$ cat src/hdl/sha256bs_pkg.sv
// Shared types, constants and helper functions for the SHA-256 byte-stream hasher.
`timescale 1ns / 1ps

package sha256bs_pkg;

  // Eight 32-bit words, index 0 is word a (or H0).
  typedef logic [7:0][31:0] word8_t;

  typedef enum logic [2:0] {
    ST_IDLE,
    ST_ROUND,
    ST_UPDATE,
    ST_PAD,
    ST_OUT
  } state_e;

  localparam int unsigned Rounds     = 64;
  localparam logic [5:0]  LenPos     = 6'd56;
  localparam logic [5:0]  LastByte   = 6'd63;
  localparam logic [5:0]  LastRound  = 6'd63;
  localparam logic [7:0]  PadByte    = 8'h80;
  localparam logic [2:0]  LastIdx    = 3'd7;

  localparam word8_t InitHash = {
    32'h5be0cd19, 32'h1f83d9ab, 32'h9b05688c, 32'h510e527f,
    32'ha54ff53a, 32'h3c6ef372, 32'hbb67ae85, 32'h6a09e667
  };

  localparam logic [31:0] RoundK [Rounds] = '{
    32'h428a2f98, 32'h71374491, 32'hb5c0fbcf, 32'he9b5dba5,
    32'h3956c25b, 32'h59f111f1, 32'h923f82a4, 32'hab1c5ed5,
    32'hd807aa98, 32'h12835b01, 32'h243185be, 32'h550c7dc3,
    32'h72be5d74, 32'h80deb1fe, 32'h9bdc06a7, 32'hc19bf174,
    32'he49b69c1, 32'hefbe4786, 32'h0fc19dc6, 32'h240ca1cc,
    32'h2de92c6f, 32'h4a7484aa, 32'h5cb0a9dc, 32'h76f988da,
    32'h983e5152, 32'ha831c66d, 32'hb00327c8, 32'hbf597fc7,
    32'hc6e00bf3, 32'hd5a79147, 32'h06ca6351, 32'h14292967,
    32'h27b70a85, 32'h2e1b2138, 32'h4d2c6dfc, 32'h53380d13,
    32'h650a7354, 32'h766a0abb, 32'h81c2c92e, 32'h92722c85,
    32'ha2bfe8a1, 32'ha81a664b, 32'hc24b8b70, 32'hc76c51a3,
    32'hd192e819, 32'hd6990624, 32'hf40e3585, 32'h106aa070,
    32'h19a4c116, 32'h1e376c08, 32'h2748774c, 32'h34b0bcb5,
    32'h391c0cb3, 32'h4ed8aa4a, 32'h5b9cca4f, 32'h682e6ff3,
    32'h748f82ee, 32'h78a5636f, 32'h84c87814, 32'h8cc70208,
    32'h90befffa, 32'ha4506ceb, 32'hbef9a3f7, 32'hc67178f2
  };

  function automatic logic [31:0] big_sig0(input logic [31:0] x);
    big_sig0 = {x[1:0], x[31:2]} ^ {x[12:0], x[31:13]} ^ {x[21:0], x[31:22]};
  endfunction

  function automatic logic [31:0] big_sig1(input logic [31:0] x);
    big_sig1 = {x[5:0], x[31:6]} ^ {x[10:0], x[31:11]} ^ {x[24:0], x[31:25]};
  endfunction

  function automatic logic [31:0] small_sig0(input logic [31:0] x);
    small_sig0 = {x[6:0], x[31:7]} ^ {x[17:0], x[31:18]} ^ {3'b000, x[31:3]};
  endfunction

  function automatic logic [31:0] small_sig1(input logic [31:0] x);
    small_sig1 = {x[16:0], x[31:17]} ^ {x[18:0], x[31:19]} ^ {10'd0, x[31:10]};
  endfunction

endpackage

$ cat src/hdl/sha256bs_round.sv
// One SHA-256 round and the matching message schedule step.
`timescale 1ns / 1ps

module sha256bs_round import sha256bs_pkg::*; (
  input  word8_t        v_i,
  input  logic [511:0]  win_i,
  input  logic [31:0]   k_i,
  output word8_t        v_o,
  output logic [31:0]   w_new_o
);

  logic [31:0] w_cur;
  logic [31:0] ch;
  logic [31:0] maj;
  logic [31:0] t1;
  logic [31:0] t2;

  // Window holds W[t] in the top word, W[t+15] in the bottom word.
  assign w_cur = win_i[511:480];

  assign ch  = (v_i[4] & v_i[5]) ^ (~v_i[4] & v_i[6]);
  assign maj = (v_i[0] & v_i[1]) ^ (v_i[0] & v_i[2]) ^ (v_i[1] & v_i[2]);
  assign t1  = v_i[7] + big_sig1(v_i[4]) + ch + k_i + w_cur;
  assign t2  = big_sig0(v_i[0]) + maj;

  assign v_o[0] = t1 + t2;
  assign v_o[1] = v_i[0];
  assign v_o[2] = v_i[1];
  assign v_o[3] = v_i[2];
  assign v_o[4] = v_i[3] + t1;
  assign v_o[5] = v_i[4];
  assign v_o[6] = v_i[5];
  assign v_o[7] = v_i[6];

  // W[t+16] from W[t+14], W[t+9], W[t+1] and W[t].
  assign w_new_o = small_sig1(win_i[63:32]) + win_i[223:192]
                 + small_sig0(win_i[479:448]) + w_cur;

endmodule

$ cat src/hdl/sha256_byte_stream_hasher.sv
// Top level of the SHA-256 byte-stream hasher: byte intake, padding, rounds, digest output.
`timescale 1ns / 1ps
//
// Input channel: one word per accepted item carries msg_byte_i (used when
// byte_valid_i is high) and msg_end_i. An item is taken when in_valid_i is high
// and in_stall_o is low. Bytes are taken one per cycle while a block fills.
// The 64th byte of a block starts a compression: 64 rounds at one round per
// cycle on a single shared round unit, then a fold of the result into the
// chaining state; in_stall_o is high while the block is compressed.
// At the end mark the sequencer inserts 0x80, zero bytes and the 64-bit length
// one byte a cycle, with one or two more compressions.
// The digest then goes out as eight words on the output channel, word 0
// first, last_word_o on word 7. out_valid_o stays high and the word holds while
// out_stall_i is high. After word 7 is taken the block returns to the initial
// hash values and accepts the next message.
// Reset clears the chaining state to the initial values and all counters.

module sha256_byte_stream_hasher import sha256bs_pkg::*; (
  input  logic        clk_i,
  input  logic        rst_ni,
  input  logic        in_valid_i,
  output logic        in_stall_o,
  input  logic [7:0]  msg_byte_i,
  input  logic        byte_valid_i,
  input  logic        msg_end_i,
  output logic        out_valid_o,
  input  logic        out_stall_i,
  output logic [31:0] digest_word_o,
  output logic [2:0]  word_index_o,
  output logic        last_word_o
);

  state_e       state_q, state_d;
  logic [511:0] win_q;
  word8_t       v_q;
  word8_t       hash_q;
  logic [5:0]   fill_q;
  logic [5:0]   round_q;
  logic [60:0]  cnt_q;
  logic [2:0]   oidx_q;
  logic         end_q;
  logic         sent80_q;
  logic         lenok_q;
  logic         final_q;

  word8_t       v_next;
  logic [31:0]  w_new;
  logic         in_acc;
  logic         out_acc;
  logic         byte_shift;
  logic [7:0]   byte_in;
  logic         len_mode;
  logic         wrap;
  logic [63:0]  len_sh;

  sha256bs_round u_round (
    .v_i     (v_q),
    .win_i   (win_q),
    .k_i     (RoundK[round_q]),
    .v_o     (v_next),
    .w_new_o (w_new)
  );

  assign in_acc   = in_valid_i & ~in_stall_o;
  assign out_acc  = out_valid_o & ~out_stall_i;
  assign len_mode = sent80_q & lenok_q & (fill_q >= LenPos);
  assign len_sh   = {cnt_q, 3'b000} << {fill_q[2:0], 3'b000};
  assign wrap     = byte_shift & (fill_q == LastByte);

  // Output decode.
  always_comb begin
    in_stall_o  = 1'b1;
    out_valid_o = 1'b0;
    byte_shift  = 1'b0;
    byte_in     = msg_byte_i;
    case (state_q)
      ST_IDLE: begin
        in_stall_o = 1'b0;
        byte_shift = in_valid_i & byte_valid_i;
      end
      ST_PAD: begin
        byte_shift = 1'b1;
        if (!sent80_q) begin
          byte_in = PadByte;
        end else if (len_mode) begin
          byte_in = len_sh[63:56];
        end else begin
          byte_in = 8'h00;
        end
      end
      ST_OUT: begin
        out_valid_o = 1'b1;
      end
      default: begin
        in_stall_o = 1'b1;
      end
    endcase
  end

  // Next state.
  always_comb begin
    state_d = state_q;
    case (state_q)
      ST_IDLE: begin
        if (in_acc) begin
          if (wrap) begin
            state_d = ST_ROUND;
          end else if (msg_end_i) begin
            state_d = ST_PAD;
          end
        end
      end
      ST_ROUND: begin
        if (round_q == LastRound) begin
          state_d = ST_UPDATE;
        end
      end
      ST_UPDATE: begin
        if (final_q) begin
          state_d = ST_OUT;
        end else if (end_q) begin
          state_d = ST_PAD;
        end else begin
          state_d = ST_IDLE;
        end
      end
      ST_PAD: begin
        if (wrap) begin
          state_d = ST_ROUND;
        end
      end
      ST_OUT: begin
        if (out_acc && oidx_q == LastIdx) begin
          state_d = ST_IDLE;
        end
      end
      default: state_d = ST_IDLE;
    endcase
  end

  always_ff @(posedge clk_i or negedge rst_ni) begin
    if (!rst_ni) begin
      state_q  <= ST_IDLE;
      hash_q   <= InitHash;
      fill_q   <= '0;
      round_q  <= '0;
      cnt_q    <= '0;
      oidx_q   <= '0;
      end_q    <= 1'b0;
      sent80_q <= 1'b0;
      lenok_q  <= 1'b0;
      final_q  <= 1'b0;
    end else begin
      state_q <= state_d;

      if (state_q == ST_IDLE && in_acc) begin
        end_q <= msg_end_i;
        if (byte_valid_i) begin
          cnt_q <= cnt_q + 61'd1;
        end
      end

      if (byte_shift) begin
        fill_q <= fill_q + 6'd1;
      end

      if (state_q == ST_PAD) begin
        if (!sent80_q) begin
          sent80_q <= 1'b1;
        end else if (len_mode) begin
          final_q <= 1'b1;
        end
        if (wrap) begin
          lenok_q <= 1'b1;
        end else if (!sent80_q) begin
          // Length fits behind the pad byte only if it lands before byte 56.
          lenok_q <= (fill_q < LenPos);
        end
      end

      if (wrap) begin
        round_q <= '0;
      end else if (state_q == ST_ROUND) begin
        round_q <= round_q + 6'd1;
      end

      if (state_q == ST_UPDATE) begin
        for (int i = 0; i < 8; i++) begin
          hash_q[i] <= hash_q[i] + v_q[i];
        end
      end

      if (out_acc) begin
        oidx_q <= oidx_q + 3'd1;
        if (oidx_q == LastIdx) begin
          // Back to the initial values for the next message.
          hash_q   <= InitHash;
          fill_q   <= '0;
          cnt_q    <= '0;
          end_q    <= 1'b0;
          sent80_q <= 1'b0;
          lenok_q  <= 1'b0;
          final_q  <= 1'b0;
        end
      end
    end
  end

  // Message window and working variables.
  always_ff @(posedge clk_i) begin
    if (byte_shift) begin
      win_q <= {win_q[503:0], byte_in};
    end else if (state_q == ST_ROUND) begin
      win_q <= {win_q[479:0], w_new};
    end
    if (wrap) begin
      v_q <= hash_q;
    end else if (state_q == ST_ROUND) begin
      v_q <= v_next;
    end
  end

  assign digest_word_o = hash_q[oidx_q];
  assign word_index_o  = oidx_q;
  assign last_word_o   = (oidx_q == LastIdx);

endmodule

$ cat config.mk
export PLATFORM = sky130hd
export DESIGN_NAME = sha256_byte_stream_hasher
export DESIGN_NICKNAME = d
export VERILOG_FILES = /design/src/hdl/sha256bs_pkg.sv /design/src/hdl/sha256bs_round.sv /design/src/hdl/sha256_byte_stream_hasher.sv
export SDC_FILE = /design/constraint.sdc
export NUM_CORES = 2
export LEC_CHECK = 0
export BUFFER_PORTS_ARGS = -buffer_cell sky130_fd_sc_hd__buf_2
export CAP_MARGIN = 15
export CORE_MARGIN = 2
export CORE_UTILIZATION = 55
export DETAILED_ROUTE_END_ITERATION = 16
export PLACE_DENSITY = 0.83
export SLEW_MARGIN = 0
export SYNTH_ARGS = -nofsm -noshare
export SYNTH_HDL_FRONTEND = slang
export SYNTH_SLANG_ARGS = --single-unit
$ cat constraint.sdc
create_clock -name clk_i -period 23.2 [get_ports clk_i]
set_input_delay 2.32 -clock clk_i [delete_from_list [all_inputs] [get_ports clk_i]]
set_output_delay 2.32 -clock clk_i [all_outputs]
set_load 0.01 [all_outputs]
==> reports/results.ini <==
[cts]
insertion_delay_ns=0.81
post_cts_buffers=0
cts.clk_slew.worst_paths_ns=0.06
htree_levels=3
post_cts_resized=0
cts-root-buf=clkbuf_16
clkSinkCount=1107
cts_hold_buf=0
cts_tree=built
cts_made_buffers=118
clockBufferDepth=3

[logic_synthesis]
ys_seq_elements=1107
synth_edf_count=768
syn-num-nets=7958
syn-instance-count=7347
synth_top_area_cell=edfxtp_1
seq_area_frac_synth_pct=41.7
avgSynthCellArea_um2=10.3
ys_types=98
synth_area_mm2=0.0760
synth-main-ff-cell=edfxtp_1
yosys-top-cells-area=edfxtp_1, mux2_2, dfrtp_1, ha_1, nand2_1
yosysWarnings=0
async_reset_ff_share_pct=30.6
synth_top_area_share_pct=30.3

[detailed_routing]
wl_um=239000
wl_per_cell_um=26.2
ant_nets=0
vias=58969
first_iter_violations=7432
route.detailed.drc=0
via_per_inst=6.47
drt_pass1_iterations=8

[place]
dp_hpwl_um=173000
io_buffers=51
routabilityCongestion=1.04

[critical_path]
crit_required_ns=23.67
slowest_stage=ha_1
crit_path_start_kind=flip-flop
path_class=reg2reg
worst_path_largest_cell_delay_ns=0.94
end_kind=flip-flop
crit_fanout=16
cp.arrival_ns=10.34

[floorplan]
rows=136
die_w_um=376
dieArea_mm2=0.141
coreArea_mm2=0.137
die_y_um=376
design.portCount=52
initial_core_util_pct=55.3

[layout]
final_cell_mix=nand2_1, edfxtp_1, mux2_2
final_util_pct=59.4
area_delta_synth_final_pct=7.33
final_common_cell=nand2_1
finalNetCount=7821
drive_above_1_share_pct=15.0

[timing]
fmax_mhz=101
finalSetupTns_ns=0
setup_viol=0
period_share_pct=42.5
relSlewSlack_pct=21.7
rsz0062_at_grt=no
skew_ns=0.0945
min_period_ns=9.87
tightest_slew_ns=1.18
drv_slew=0
hold_violations=0

[grt]
grt_pass1_vias=56473
overflow=0
grt_max_degree=216
antenna_found_initial=5
grt_pass1_wl_um=356000
grtUsageTotal_pct=33.3

[run_status]
status=completed

[min_path]
hp-class=reg2reg

[flow_run]
cap_violations=0

-- registers in the layout, indices dropped and copies added, names as in the netlist --
register and cells:
end_q 1, v_q 256, win_q 512, lenok_q 1, round_q 6, fill_q 6, hash_q 256, final_q 1
cnt_q 61, sent80_q 1, word_index_o 3, state_q 3
-- area by class of cell --
type / count / area [um^2]
clock inverter: 58 / 582
clock buffer: 165 / 3300
multi-input combinational: 5485 / 41500
sequential: 1107 / 31700
fill: 10876 / 55700
inverter: 397 / 1490
timing repair buffer: 101 / 728
antenna: 3 / 7.51
tap: 1794 / 2240
-- metrics by stage --
stage | hold WS (ns) | setup WS, ns | cells | instance area, um^2
detailed placement | 0.502 | 13.67 | 8884 | 77700
floorplan | 0.469 | 12.93 | 7347 | 76000
global placement | 0.488 | 13.84 | 8884 | 77700
global route | 0.527 | 12.88 | 9107 | 81600
CTS | 0.506 | 13.54 | 9107 | 81600
finish | 0.511 | 13.33 | 9110 | 81600
-- final timing paths --
kind | endpoint | slack (ns) | depth (start not counted) | startpoint
worst max-delay path | v_q[30] | 13.33 | 30 | round_q[0]
worst min-delay path | hash_q[68] | 0.51 | 2 | hash_q[68]
worst max register to register | v_q[30] | 13.33 | 30 | round_q[0]
worst min register to register | hash_q[68] | 0.51 | 2 | hash_q[68]
max in group asynchronous | hash_q[213] | 18.76 | 4 | rst_ni
min in group asynchronous | hash_q[36] | 1.62 | 1 | rst_ni
-- logic make-up (layout without fill, tap and decap cells) --
| group | Yosys count | after routing | synth area share (%) |
|---|---|---|---|
| flops | 1107 | 1107 | 41.7 |
| mux | 648 | 648 | 10.8 |
| fa+ha+maj | 600 | 600 | 11.8 |
| compound gates | 1624 | 1624 | 13.3 |
| other cells | 0 | 3 | 0 |
| buf+inv | 755 | 721 | 3.75 |
| xor+xnor | 625 | 625 | 7.20 |
| simple gates | 1988 | 1988 | 11.4 |
-- metal layers --
layer | wire length [um] | global-route usage, % | up-vias
met5 | 11 | 0 | -
li1 | - | - | 25919
met2 | 105000 | 50.1 | 3479
met3 | 26000 | 7.08 | 704
met4 | 17600 | 20.7 | 2
met1 | 90500 | 44.1 | 28865
-- cells in the mapped netlist (30+ instances only) --
cell and number:
nand2_1 1105, edfxtp_1 768, mux2_2 545, a21oi_1 506, ha_1 400, inv_1 392, o21ai_0 389, xnor2_1 377
nor2_1 354, clkbuf_1 332, xor2_1 248, a21o_1 207, dfrtp_1 203, fa_1 197, dfstp_2 136, nand3_1 129
o211ai_1 108, mux4_2 81, nor3_1 71, a211oi_1 65, nand2b_1 60, nor2b_1 55, a31oi_1 43, and3_1 43
o21a_1 43, o21bai_1 40, nand4_1 39, or3_1 37, o31ai_1 30
-- worst max-delay path, delay by kind of cell, from the launching register on --
family	cells	cell delay, ns
compound gates	11	2.31
buf+inv	4	0.85
mux	2	0.79
simple gates	5	1.48
fa+ha+maj	6	3.01
flops	1	0.75
xor+xnor	2	0.35
Power is not shown: default switching activity piles up to over one toggle a cycle in this logic, so the estimate is an artifact.
